<file path="src/rtl/vbr_pkg.sv">
package vbr_pkg;

	localparam int SAMPLE_W        = 16;
	localparam int LEN_W           = 11;
	localparam int MAX_BLOCK       = 1024;
	localparam int MAX_CHANNELS    = 2;
	localparam int CYCLE_W         = 13;
	localparam int CYCLE_MAX       = 4096;
	localparam int SINE_DEPTH_BITS = 8;
	localparam int SINE_DEPTH      = 1 << SINE_DEPTH_BITS;
	localparam int SINE_IDX_W      = SINE_DEPTH_BITS + 1;
	localparam int SINE_W          = 17;
	localparam int W_BITS          = 16;
	localparam int W_ONE           = 1 << W_BITS;
	localparam int DIV_N_W         = 11;
	localparam int DIV_STEP_W      = 5;
	localparam int CFG_DATA_W      = 13;

	localparam logic [10:0] BLOCK_FRAMES_RST  = 11'd256;
	localparam logic [1:0]  CHANNEL_COUNT_RST = 2'd2;
	localparam logic [9:0]  PEAK_FRAMES_RST   = 10'd0;
	localparam logic [12:0] CYCLE_BLOCKS_RST  = 13'd64;

	typedef enum logic [1:0] {
		CFG_BLOCK_FRAMES  = 2'd0,
		CFG_CHANNEL_COUNT = 2'd1,
		CFG_PEAK_FRAMES   = 2'd2,
		CFG_CYCLE_BLOCKS  = 2'd3
	} cfg_index_t;

	typedef struct packed {
		logic signed [SAMPLE_W-1:0] sample_first;
		logic signed [SAMPLE_W-1:0] sample_second;
	} in_item_t;

	typedef struct packed {
		logic signed [SAMPLE_W-1:0] out_first;
		logic signed [SAMPLE_W-1:0] out_second;
		logic                       run_last;
		logic                       block_done;
	} out_item_t;

	typedef struct packed {
		logic                  start;
		logic [DIV_N_W-1:0]    num;
		logic [DIV_N_W-1:0]    den;
		logic [DIV_STEP_W-1:0] steps;
	} div_req_t;

	typedef struct packed {
		logic              done;
		logic [W_BITS-1:0] quo;
	} div_rsp_t;

	localparam int SINE_ROM_BITS = (SINE_DEPTH + 1) * SINE_W;

	// quarter-wave sine in Q16, degree-9 Taylor in Q30
	function automatic logic [SINE_ROM_BITS-1:0] build_sine_rom();
		logic [SINE_ROM_BITS-1:0] rom;
		longint unsigned t, x, x2, h, s, v;
		rom = '0;
		for (int r = 0; r <= SINE_DEPTH; r++) begin
			t  = (64'(r) << 30) / SINE_DEPTH;
			x  = (t * 64'd1686629713) >> 30;
			x2 = (x * x) >> 30;
			h  = 64'd1073741824 - x2 / 72;
			h  = 64'd1073741824 - ((x2 * h) >> 30) / 42;
			h  = 64'd1073741824 - ((x2 * h) >> 30) / 20;
			h  = 64'd1073741824 - ((x2 * h) >> 30) / 6;
			s  = (x * h) >> 30;
			v  = (s + 64'd8192) >> 14;
			if (v > 64'd65536) begin
				v = 64'd65536;
			end
			rom[r*SINE_W +: SINE_W] = v[SINE_W-1:0];
		end
		return rom;
	endfunction

	localparam logic [SINE_ROM_BITS-1:0] SINE_ROM = build_sine_rom();

endpackage

</file>
<file path="src/rtl/vibrato_block_resampler_unit.sv">
// Vibrato resampler: input frames are grouped into blocks of block_frames (L)
// frames, and each block is linearly resampled to M = L + delta frames, with
// delta following a quarter-wave sine ROM over cycle_blocks blocks (positive
// in the first half of the cycle, negative in the second). Results leave as
// soon as the input frames they need are in; each input item causes zero to
// four result items, the last one flagged run_last, and the final frame of a
// block (always input frame L-1) flagged block_done. The block takes one item
// at a time. Throughput is set by a single shared restoring divider (one
// quotient bit per cycle) and one shared multiplier: each interpolated output
// needs the Q0.16 weight division, 3 multiply/add steps per channel and
// position bookkeeping, and the first frame of a block adds the sine ROM index
// division and the new length M (no division is needed at the sine peak). A
// result waiting in the output register stalls the block only once the next
// result is ready.
module vibrato_block_resampler_unit (
	input  logic                                  clk,
	input  logic                                  arst_n,
	input  logic                                  src_valid,
	output logic                                  src_stall,
	input  vbr_pkg::in_item_t                     src_item,
	output logic                                  dst_valid,
	input  logic                                  dst_stall,
	output vbr_pkg::out_item_t                    dst_item,
	input  logic                                  cfg_we,
	input  logic [1:0]                            cfg_index,
	input  logic [vbr_pkg::CFG_DATA_W-1:0]        cfg_data
);
	import vbr_pkg::*;

	typedef enum logic [13:0] {
		ST_IDLE  = 14'b00000000000001,
		ST_DELTA = 14'b00000000000010,
		ST_IDX   = 14'b00000000000100,
		ST_IDX_W = 14'b00000000001000,
		ST_ROM   = 14'b00000000010000,
		ST_LEN   = 14'b00000000100000,
		ST_RED   = 14'b00000001000000,
		ST_CHECK = 14'b00000010000000,
		ST_W_W   = 14'b00000100000000,
		ST_BA    = 14'b00001000000000,
		ST_BB    = 14'b00010000000000,
		ST_BC    = 14'b00100000000000,
		ST_ADV   = 14'b01000000000000,
		ST_LAST  = 14'b10000000000000
	} state_t;

	state_t state_q;

	// configuration
	logic [10:0] block_frames_q;
	logic [1:0]  channel_count_q;
	logic [9:0]  peak_frames_q;
	logic [12:0] cycle_blocks_q;

	// block state
	logic signed [SAMPLE_W-1:0] prior_q [2];
	logic signed [SAMPLE_W-1:0] carry_q [2];
	logic signed [SAMPLE_W-1:0] cur_q [2];
	logic signed [SAMPLE_W-1:0] prev_q [2];
	logic [9:0]        frame_pos_q;
	logic [11:0]       cycle_pos_q;
	logic [LEN_W-1:0]  out_len_q;
	logic [LEN_W-1:0]  out_idx_q;
	logic [LEN_W-1:0]  qt_q;      // integer part of the next output position
	logic [LEN_W:0]    rem_q;     // fractional numerator of that position
	logic [1:0]        n_q;
	logic [LEN_W-1:0]  u_q;
	logic              neg_q;
	logic [9:0]        peak_q;
	logic [SINE_IDX_W-1:0] rom_idx_q;
	logic [9:0]        mag_q;
	logic [W_BITS-1:0] w_q;
	logic              ch_q;
	logic signed [33:0] acc_q;
	logic              pend_q;
	logic signed [SAMPLE_W-1:0] pend_first_q;
	logic signed [SAMPLE_W-1:0] pend_second_q;
	logic              dst_valid_q;
	out_item_t         dst_item_q;

	div_req_t div_req;
	div_rsp_t div_rsp;

	vbr_div u_div (
		.clk    (clk),
		.arst_n (arst_n),
		.req    (div_req),
		.rsp    (div_rsp)
	);

	// effective settings
	logic [LEN_W-1:0] len;
	logic [9:0]       len_half;
	logic             two_ch;
	logic [12:0]      cb4;
	logic [12:0]      p;
	logic [11:0]      half;
	logic [10:0]      quarter;
	logic [11:0]      cp;
	logic [11:0]      qv;
	logic [11:0]      uv;
	logic [12:0]      cnext;
	logic             is_last;
	logic             cond;
	logic             slot_free;
	logic             can_go;
	logic [SINE_W-1:0] rom_val;
	logic [LEN_W-1:0] new_len;
	logic [16:0]      wc;
	logic signed [17:0] mul_x;
	logic signed [17:0] mul_y;
	logic signed [35:0] mul_p;
	logic signed [33:0] adj;
	logic signed [SAMPLE_W-1:0] blend_res;
	logic signed [SAMPLE_W-1:0] sel_a;
	logic signed [SAMPLE_W-1:0] sel_b;
	logic             accept;
	logic             load_pend;
	logic             load_last;

	always_comb begin
		if (block_frames_q < 11'd2) begin
			len = 11'd2;
		end else if (block_frames_q > 11'(MAX_BLOCK)) begin
			len = 11'(MAX_BLOCK);
		end else begin
			len = block_frames_q;
		end
		len_half = len[LEN_W-1:1];
		two_ch   = (MAX_CHANNELS > 1) && (channel_count_q > 2'd1);

		cb4 = {cycle_blocks_q[12:2], 2'b00};
		if (cb4 < 13'd4) begin
			p = 13'd4;
		end else if (cb4 > 13'(CYCLE_MAX)) begin
			p = 13'(CYCLE_MAX);
		end else begin
			p = cb4;
		end
		half    = p[12:1];
		quarter = p[12:2];
		cp      = ({1'b0, cycle_pos_q} >= p) ? 12'd0 : cycle_pos_q;
		qv      = (cp < half) ? cp : cp - half;
		uv      = (qv <= {1'b0, quarter}) ? qv : half - qv;
		cnext   = {1'b0, cycle_pos_q} + 13'd1;
	end

	assign is_last   = ({1'b0, frame_pos_q} + 11'd1) >= len;
	assign cond      = (n_q != 2'd3) && (out_len_q != '0)
		&& (({1'b0, out_idx_q} + 12'd1) < {1'b0, out_len_q})
		&& (qt_q == {1'b0, frame_pos_q});
	assign slot_free = !dst_valid_q || !dst_stall;
	assign can_go    = !pend_q || slot_free;
	assign accept    = (state_q == ST_IDLE) && src_valid;
	assign load_pend = (state_q == ST_CHECK) && pend_q && slot_free;
	assign load_last = (state_q == ST_LAST) && is_last && slot_free;

	assign rom_val  = SINE_ROM[rom_idx_q*SINE_W +: SINE_W];
	assign new_len  = neg_q ? len - {1'b0, mag_q} : len + {1'b0, mag_q};

	// one multiplier: sine magnitude, then the two blend terms per channel
	assign sel_a     = prev_q[ch_q];
	assign sel_b     = cur_q[ch_q];
	assign wc        = 17'(W_ONE) - {1'b0, w_q};

	always_comb begin
		unique case (state_q)
			ST_ROM: begin
				mul_x = {8'b0, peak_q};
				mul_y = {1'b0, rom_val};
			end
			ST_BB: begin
				mul_x = {{2{sel_b[SAMPLE_W-1]}}, sel_b};
				mul_y = {2'b00, w_q};
			end
			default: begin
				mul_x = {{2{sel_a[SAMPLE_W-1]}}, sel_a};
				mul_y = {1'b0, wc};
			end
		endcase
	end

	assign mul_p = mul_x * mul_y;

	// Q0.16 blend, truncated toward zero
	assign adj       = acc_q + (acc_q[33] ? 34'sd65535 : 34'sd0);
	assign blend_res = adj[31:16];

	always_comb begin
		div_req.start = 1'b0;
		div_req.num   = rem_q[DIV_N_W-1:0];
		div_req.den   = out_len_q;
		div_req.steps = DIV_STEP_W'(W_BITS);
		if (state_q == ST_IDX) begin
			div_req.start = (u_q != quarter);
			div_req.num   = u_q;
			div_req.den   = quarter;
			div_req.steps = DIV_STEP_W'(SINE_DEPTH_BITS);
		end else if (state_q == ST_CHECK) begin
			div_req.start = can_go && cond;
		end
	end

	always_ff @(posedge clk or negedge arst_n) begin
		if (!arst_n) begin
			state_q         <= ST_IDLE;
			block_frames_q  <= BLOCK_FRAMES_RST;
			channel_count_q <= CHANNEL_COUNT_RST;
			peak_frames_q   <= PEAK_FRAMES_RST;
			cycle_blocks_q  <= CYCLE_BLOCKS_RST;
			prior_q         <= '{default: '0};
			carry_q         <= '{default: '0};
			frame_pos_q     <= '0;
			cycle_pos_q     <= '0;
			out_len_q       <= '0;
			out_idx_q       <= '0;
			qt_q            <= '0;
			rem_q           <= '0;
			n_q             <= '0;
			pend_q          <= 1'b0;
			dst_valid_q     <= 1'b0;
		end else begin
			if (load_pend || load_last) begin
				dst_valid_q <= 1'b1;
			end else if (dst_valid_q && !dst_stall) begin
				dst_valid_q <= 1'b0;
			end

			unique case (state_q)
				ST_IDLE: begin
					if (accept) begin
						n_q     <= '0;
						state_q <= (frame_pos_q == '0) ? ST_DELTA : ST_CHECK;
					end
				end
				ST_DELTA: begin
					cycle_pos_q <= cp;
					state_q     <= ST_IDX;
				end
				ST_IDX: begin
					state_q <= (u_q == quarter) ? ST_ROM : ST_IDX_W;
				end
				ST_IDX_W: begin
					if (div_rsp.done) begin
						state_q <= ST_ROM;
					end
				end
				ST_ROM: begin
					state_q <= ST_LEN;
				end
				ST_LEN: begin
					out_len_q <= new_len;
					out_idx_q <= '0;
					qt_q      <= '0;
					rem_q     <= {1'b0, len};
					state_q   <= ST_RED;
				end
				ST_RED: begin
					if (rem_q >= {1'b0, out_len_q}) begin
						rem_q <= rem_q - {1'b0, out_len_q};
						qt_q  <= qt_q + 1'b1;
					end else begin
						state_q <= ST_CHECK;
					end
				end
				ST_CHECK: begin
					if (can_go) begin
						pend_q  <= 1'b0;
						state_q <= cond ? ST_W_W : ST_LAST;
					end
				end
				ST_W_W: begin
					if (div_rsp.done) begin
						state_q <= ST_BA;
					end
				end
				ST_BA: begin
					state_q <= ST_BB;
				end
				ST_BB: begin
					state_q <= ST_BC;
				end
				ST_BC: begin
					state_q <= (!ch_q && two_ch) ? ST_BA : ST_ADV;
				end
				ST_ADV: begin
					out_idx_q <= out_idx_q + 1'b1;
					n_q       <= n_q + 1'b1;
					rem_q     <= rem_q + {1'b0, len};
					pend_q    <= 1'b1;
					state_q   <= ST_RED;
				end
				ST_LAST: begin
					if (!is_last) begin
						frame_pos_q <= frame_pos_q + 1'b1;
						prior_q     <= cur_q;
						state_q     <= ST_IDLE;
					end else if (slot_free) begin
						carry_q     <= cur_q;
						prior_q     <= cur_q;
						frame_pos_q <= '0;
						out_idx_q   <= '0;
						cycle_pos_q <= (cnext >= p) ? 12'd0 : cnext[11:0];
						state_q     <= ST_IDLE;
					end
				end
				default: begin
					state_q <= ST_IDLE;
				end
			endcase

			// the user must write these only while idle; the block does not enforce it
			if (cfg_we) begin
				unique case (cfg_index_t'(cfg_index))
					CFG_BLOCK_FRAMES: begin
						block_frames_q <= cfg_data[10:0];
						frame_pos_q    <= '0;
						out_idx_q      <= '0;
					end
					CFG_CHANNEL_COUNT: channel_count_q <= cfg_data[1:0];
					CFG_PEAK_FRAMES:   peak_frames_q   <= cfg_data[9:0];
					CFG_CYCLE_BLOCKS:  cycle_blocks_q  <= cfg_data[12:0];
					default: ;
				endcase
			end
		end
	end

	// datapath registers
	always_ff @(posedge clk) begin
		if (accept) begin
			cur_q[0] <= src_item.sample_first;
			cur_q[1] <= two_ch ? src_item.sample_second : '0;
			prev_q   <= (frame_pos_q == '0) ? carry_q : prior_q;
		end
		if (state_q == ST_DELTA) begin
			u_q    <= uv[LEN_W-1:0];
			neg_q  <= cp >= half;
			peak_q <= (peak_frames_q > len_half) ? len_half : peak_frames_q;
		end
		if (state_q == ST_IDX && u_q == quarter) begin
			rom_idx_q <= SINE_IDX_W'(SINE_DEPTH);
		end
		if (state_q == ST_IDX_W && div_rsp.done) begin
			rom_idx_q <= div_rsp.quo[SINE_IDX_W-1:0];
		end
		if (state_q == ST_ROM) begin
			mag_q <= mul_p[25:16];
		end
		if (state_q == ST_W_W && div_rsp.done) begin
			w_q  <= div_rsp.quo;
			ch_q <= 1'b0;
		end
		if (state_q == ST_BA) begin
			acc_q <= $signed(mul_p[33:0]);
		end
		if (state_q == ST_BB) begin
			acc_q <= acc_q + $signed(mul_p[33:0]);
		end
		if (state_q == ST_BC) begin
			if (!ch_q) begin
				pend_first_q  <= blend_res;
				pend_second_q <= '0;
				ch_q          <= 1'b1;
			end else begin
				pend_second_q <= blend_res;
			end
		end
		if (load_pend) begin
			dst_item_q.out_first  <= pend_first_q;
			dst_item_q.out_second <= pend_second_q;
			dst_item_q.run_last   <= !cond && !is_last;
			dst_item_q.block_done <= 1'b0;
		end else if (load_last) begin
			dst_item_q.out_first  <= cur_q[0];
			dst_item_q.out_second <= cur_q[1];
			dst_item_q.run_last   <= 1'b1;
			dst_item_q.block_done <= 1'b1;
		end
	end

	assign src_stall = (state_q != ST_IDLE);
	assign dst_valid = dst_valid_q;
	assign dst_item  = dst_item_q;

`ifndef SYNTH
	a_len_set: assert property (@(posedge clk) disable iff (!arst_n)
		(state_q == ST_CHECK) |-> (out_len_q != '0))
		else $error("block length zero while checking outputs");
	a_rem_lt_len: assert property (@(posedge clk) disable iff (!arst_n)
		(state_q == ST_CHECK) |-> (rem_q < {1'b0, out_len_q}))
		else $error("position remainder not reduced");
	a_no_pend_last: assert property (@(posedge clk) disable iff (!arst_n)
		(state_q == ST_LAST) |-> !pend_q)
		else $error("interpolated item left behind at frame end");
	a_done_last: assert property (@(posedge clk) disable iff (!arst_n)
		(dst_valid && dst_item.block_done) |-> dst_item.run_last)
		else $error("block end item not flagged last");
	a_div_idle: assert property (@(posedge clk) disable iff (!arst_n)
		div_req.start |=> !div_rsp.done)
		else $error("divider restarted with result pending");
`endif

endmodule

</file>
<file path="src/rtl/vbr_div.sv">
module vbr_div (
	input  logic              clk,
	input  logic              arst_n,
	input  vbr_pkg::div_req_t req,
	output vbr_pkg::div_rsp_t rsp
);
	import vbr_pkg::*;

	// restoring divider, one quotient bit per cycle; num < den on entry
	logic                  busy_q;
	logic                  done_q;
	logic [DIV_STEP_W-1:0] cnt_q;
	logic [DIV_N_W-1:0]    r_q;
	logic [DIV_N_W-1:0]    d_q;
	logic [W_BITS-1:0]     quo_q;
	logic [DIV_N_W:0]      trial;
	logic                  fits;

	assign trial = {r_q, 1'b0};
	assign fits  = trial >= {1'b0, d_q};

	always_ff @(posedge clk or negedge arst_n) begin
		if (!arst_n) begin
			busy_q <= 1'b0;
			done_q <= 1'b0;
			cnt_q  <= '0;
		end else begin
			done_q <= 1'b0;
			if (req.start) begin
				busy_q <= 1'b1;
				cnt_q  <= req.steps;
			end else if (busy_q) begin
				cnt_q <= cnt_q - 1'b1;
				if (cnt_q == DIV_STEP_W'(1)) begin
					busy_q <= 1'b0;
					done_q <= 1'b1;
				end
			end
		end
	end

	always_ff @(posedge clk) begin
		if (req.start) begin
			r_q   <= req.num;
			d_q   <= req.den;
			quo_q <= '0;
		end else if (busy_q) begin
			if (fits) begin
				r_q <= DIV_N_W'(trial - {1'b0, d_q});
			end else begin
				r_q <= trial[DIV_N_W-1:0];
			end
			quo_q <= {quo_q[W_BITS-2:0], fits};
		end
	end

	assign rsp.done = done_q;
	assign rsp.quo  = quo_q;

endmodule

</file>
<file path="config.mk">
export PLATFORM = sky130hd
export DESIGN_NAME = vibrato_block_resampler_unit
export DESIGN_NICKNAME = d
export VERILOG_FILES = /design/src/rtl/vbr_pkg.sv /design/src/rtl/vibrato_block_resampler_unit.sv /design/src/rtl/vbr_div.sv
export SDC_FILE = /design/constraint.sdc
export NUM_CORES = 2
export LEC_CHECK = 0
export ABC_AREA = 0
export BUFFER_PORTS_ARGS = -buffer_cell sky130_fd_sc_hd__buf_4
export CORE_ASPECT_RATIO = 1.4
export CORE_MARGIN = 1.5
export CORE_UTILIZATION = 30
export DETAILED_ROUTE_END_ITERATION = 10
export PLACE_DENSITY_LB_ADDON = 0.08
export REMOVE_ABC_BUFFERS = 1
export SLEW_MARGIN = 20
export SYNTH_ARGS = -nofsm -noshare
export SYNTH_HDL_FRONTEND = slang
export SYNTH_SLANG_ARGS = --single-unit
</file>
<file path="constraint.sdc">
create_clock -name clk -period 12 [get_ports clk]
set_input_delay 0.6 -clock clk [delete_from_list [all_inputs] [get_ports clk]]
set_output_delay 0.6 -clock clk [all_outputs]
set_load 0.01 [all_outputs]
</file>
==> flow_metrics.tcl <==
set metrics [dict create \
    synthAdderAreaFrac_pct 22.7 \
    ys_seq_area_share_pct 29.8 \
    htreeDepth 2 \
    critPathKind "flip-flop to flip-flop" \
    post-cts-setup-buffer-count 0 \
    whs_path_depth 1 \
    first_pass_iters 6 \
    slew_headroom_pct 25.4 \
    cts_num_sinks 449 \
    vias 33400 \
    synth-compound-area-share_pct 15.6 \
    r2r_slack_ps 590 \
    async_flop_share_pct 42.1 \
    totalWireLength_mm 158 \
    slew_violations 0 \
    nets 5117 \
    clockBufferDepth 3 \
    dominantRegCellSynth "edfxtp_1" \
    ys_ff_latch 449 \
    routabilityCongestion 0.992 \
    netlist_area_um2 41500 \
    grt_max_degree 82 \
    rr_startpoint "rom_idx_q[2]" \
    ys_types 112 \
    antenna_cells 0 \
    cts_hold_buf 1 \
    grt_pass1_vias 35000 \
    ff2ff_path_depth 41 \
    cts_resized 0 \
    synth-xor-area-share_pct 3.84 \
    routedWlPerCell_um 25.0 \
    dp_hpwl_mm 124 \
    setup_viol 0 \
    die_x_um 317 \
    synthCells 4434 \
    worstHoldStart "src_item[19]" \
    cp_common_cell "fa_1" \
    clk_pin_slew_ps 60 \
    critical_path.startpoint "rom_idx_q[2]" \
    tns_ps 0 \
    rows 161 \
    cts_tree "yes" \
    cpPeakStageDelay_ps 930 \
    worst_pin_slew_ps 1110 \
    grt_pass1_wl_mm 235 \
    cp.required_ps 12380 \
    coreArea_um2 137000 \
    dieArea_um2 140000 \
    finClkSkew_ps 37.3 \
    cp_slowest_cell "edfxtp_1" \
    syn2layout_area_growth_pct 11.7 \
    drv_cap 0 \
    io_pins 88 \
    layout-drive-gt1-share_pct 12.3 \
    drc 0 \
    synth.avg_cell_area_um2 9.35 \
    antenna_left 0 \
    worstSetupEndpointType "flip-flop" \
    grt.overflow.total 0 \
    die_h_um 443 \
    start_util_pct 30.2 \
    path_max_fanout 24 \
    grt_usage_pct 22.6 \
    rsz0062_at_grt "false" \
    arrival_ps 11790 \
    synth-simple-area-share_pct 15.5 \
    root_buffer "clkbuf_16" \
    synth_edf_count 242 \
    outcome "completed" \
    port-buffer-count 87 \
    antenna_found_initial 4 \
    min_period_ps 11410 \
    first_iter_violations 2196 \
    yosys_warnings 0 \
    muxShareOfSynthArea_pct 5.84 \
    hold_violations 0 \
    post-route-period-util_pct 95.1 \
    hp-class "input port to flip-flop" \
    fmax_mhz 87.7 \
    synth_top_family_by_area "adder cells" \
    cts_buffers 52 \
    vias_per_cell 5.28 \
    critPathLaunchType "flip-flop" \
    clock_latency_ps 670 \
]
[routing by layer]
layer  track usage, %  wire (µm)
met5                0         13
met4             7.40       5530
met3             2.25       5790
met2             41.1      82000
met1             27.5      64700
[cells by family (layout without fill, tap and decap cells)]
group	after synthesis	in the layout
adders and majority gates	578	578
muxes	211	211
and+or+nand+nor	1315	1315
buffers and inverters	712	809
AOI/OAI and AO/OA	987	987
DFF	449	449
xor gates and xnor gates	182	182
[Yosys cell counts (16+ instances only)]
cell	instances	area, µm²
a211oi_1	40	300
a21boi_0	17	128
a21o_1	67	503
a21oi_1	229	1150
a22o_1	41	359
a22oi_1	29	218
a311oi_1	22	193
a31oi_1	37	231
and2_1	101	632
and3_1	43	269
buf_2	63	315
clkbuf_1	131	492
dfrtp_1	185	4630
dfxtp_1	18	360
edfxtp_1	242	7270
fa_1	288	5770
ha_1	290	3630
inv_1	489	1840
mux2_2	153	1720
mux2i_1	48	480
nand2_1	432	1620
nand2b_1	55	344
nand3_1	89	445
nand4_1	25	156
nor2_1	313	1170
nor2b_1	34	213
nor3_1	71	355
nor4_1	16	100
o211ai_1	31	233
o21a_1	35	263
o21ai_0	234	1170
o21ai_1	18	90.1
o21bai_1	17	128
o22ai_1	21	131
o31ai_1	27	203
or2_2	21	131
or3_1	16	100
xnor2_1	118	1030
xor2_1	64	561
[registers in the layout, indices dropped and copies added, names as in the netlist, 11 cells and up]
register	count
block_frames_q	11
out_idx_q	11
carry_q	32
cycle_blocks_q	11
cycle_pos_q	12
acc_q	34
w_q	16
out_len_q	11
prior_q	32
pend_second_q	16
pend_first_q	16
prev_q	32
u_div.d_q	11
qt_q	11
cur_q	32
dst_item	34
state_q	14
u_div.quo_q	16
u_div.r_q	11
rem_q	12
u_q	11
[through the flow]
| stage | utilization [%] | setup slack [ps] | std cells | hold slack (ps) | cell area (µm²) |
|---|---|---|---|---|---|
| floorplan | - | -1340 | 4218 | 304 | 40500 |
| global placement | 32.4 | 641 | 6225 | 421 | 44500 |
| detailed placement | 32.4 | 701 | 6225 | 422 | 44500 |
| CTS | 33.7 | 632 | 6324 | 57.4 | 46300 |
| global route | 33.7 | 120 | 6324 | 76.2 | 46300 |
| finish | 33.7 | 592 | 6324 | 113 | 46300 |
[critical path, delay by kind of cell, from the launching register on]
family                     cells  cell delay [ps]
AOI/OAI and AO/OA             14             3190
adders and majority gates      9             3950
buffers and inverters          8              920
DFF                            1              930
muxes                          1              330
and+or+nand+nor                9             1820
[cells in the final DEF, fill, tap and decap left out, drive strengths merged, types with 104 or more instances in the layout]
master  Yosys  routed
inv       492     495
nand2     433     433
nor2      325     325
ha        290     290
fa        288     288
o21ai     254     254
edfxtp    242     242
a21oi     232     232
buf        83     213
dfrtp     185     185
mux2      153     153
xnor2     118     118
and2      104     104
[final cells by class]
class	count	area [µm²]
flip-flops and latches	449	12400
multi-input cells	3273	26300
repair buffers	215	1700
well taps	1793	2240
inverters	496	1860
fillers	14300	91100
clock buffers	68	1470
clock inverters	30	334
[worst paths after layout]
| path | end |
|---|---|
| worst max-delay path | acc_q[32] |
| worst min-delay path | cur_q[19] |
| worst max register to register | acc_q[32] |
| worst min register to register | w_q[15] |
| min in group asynchronous | prior_q[4] |
| max in group asynchronous | block_frames_q[6] |
Power is not shown: default switching activity piles up to over one toggle a cycle in this logic, so the estimate is an artifact.
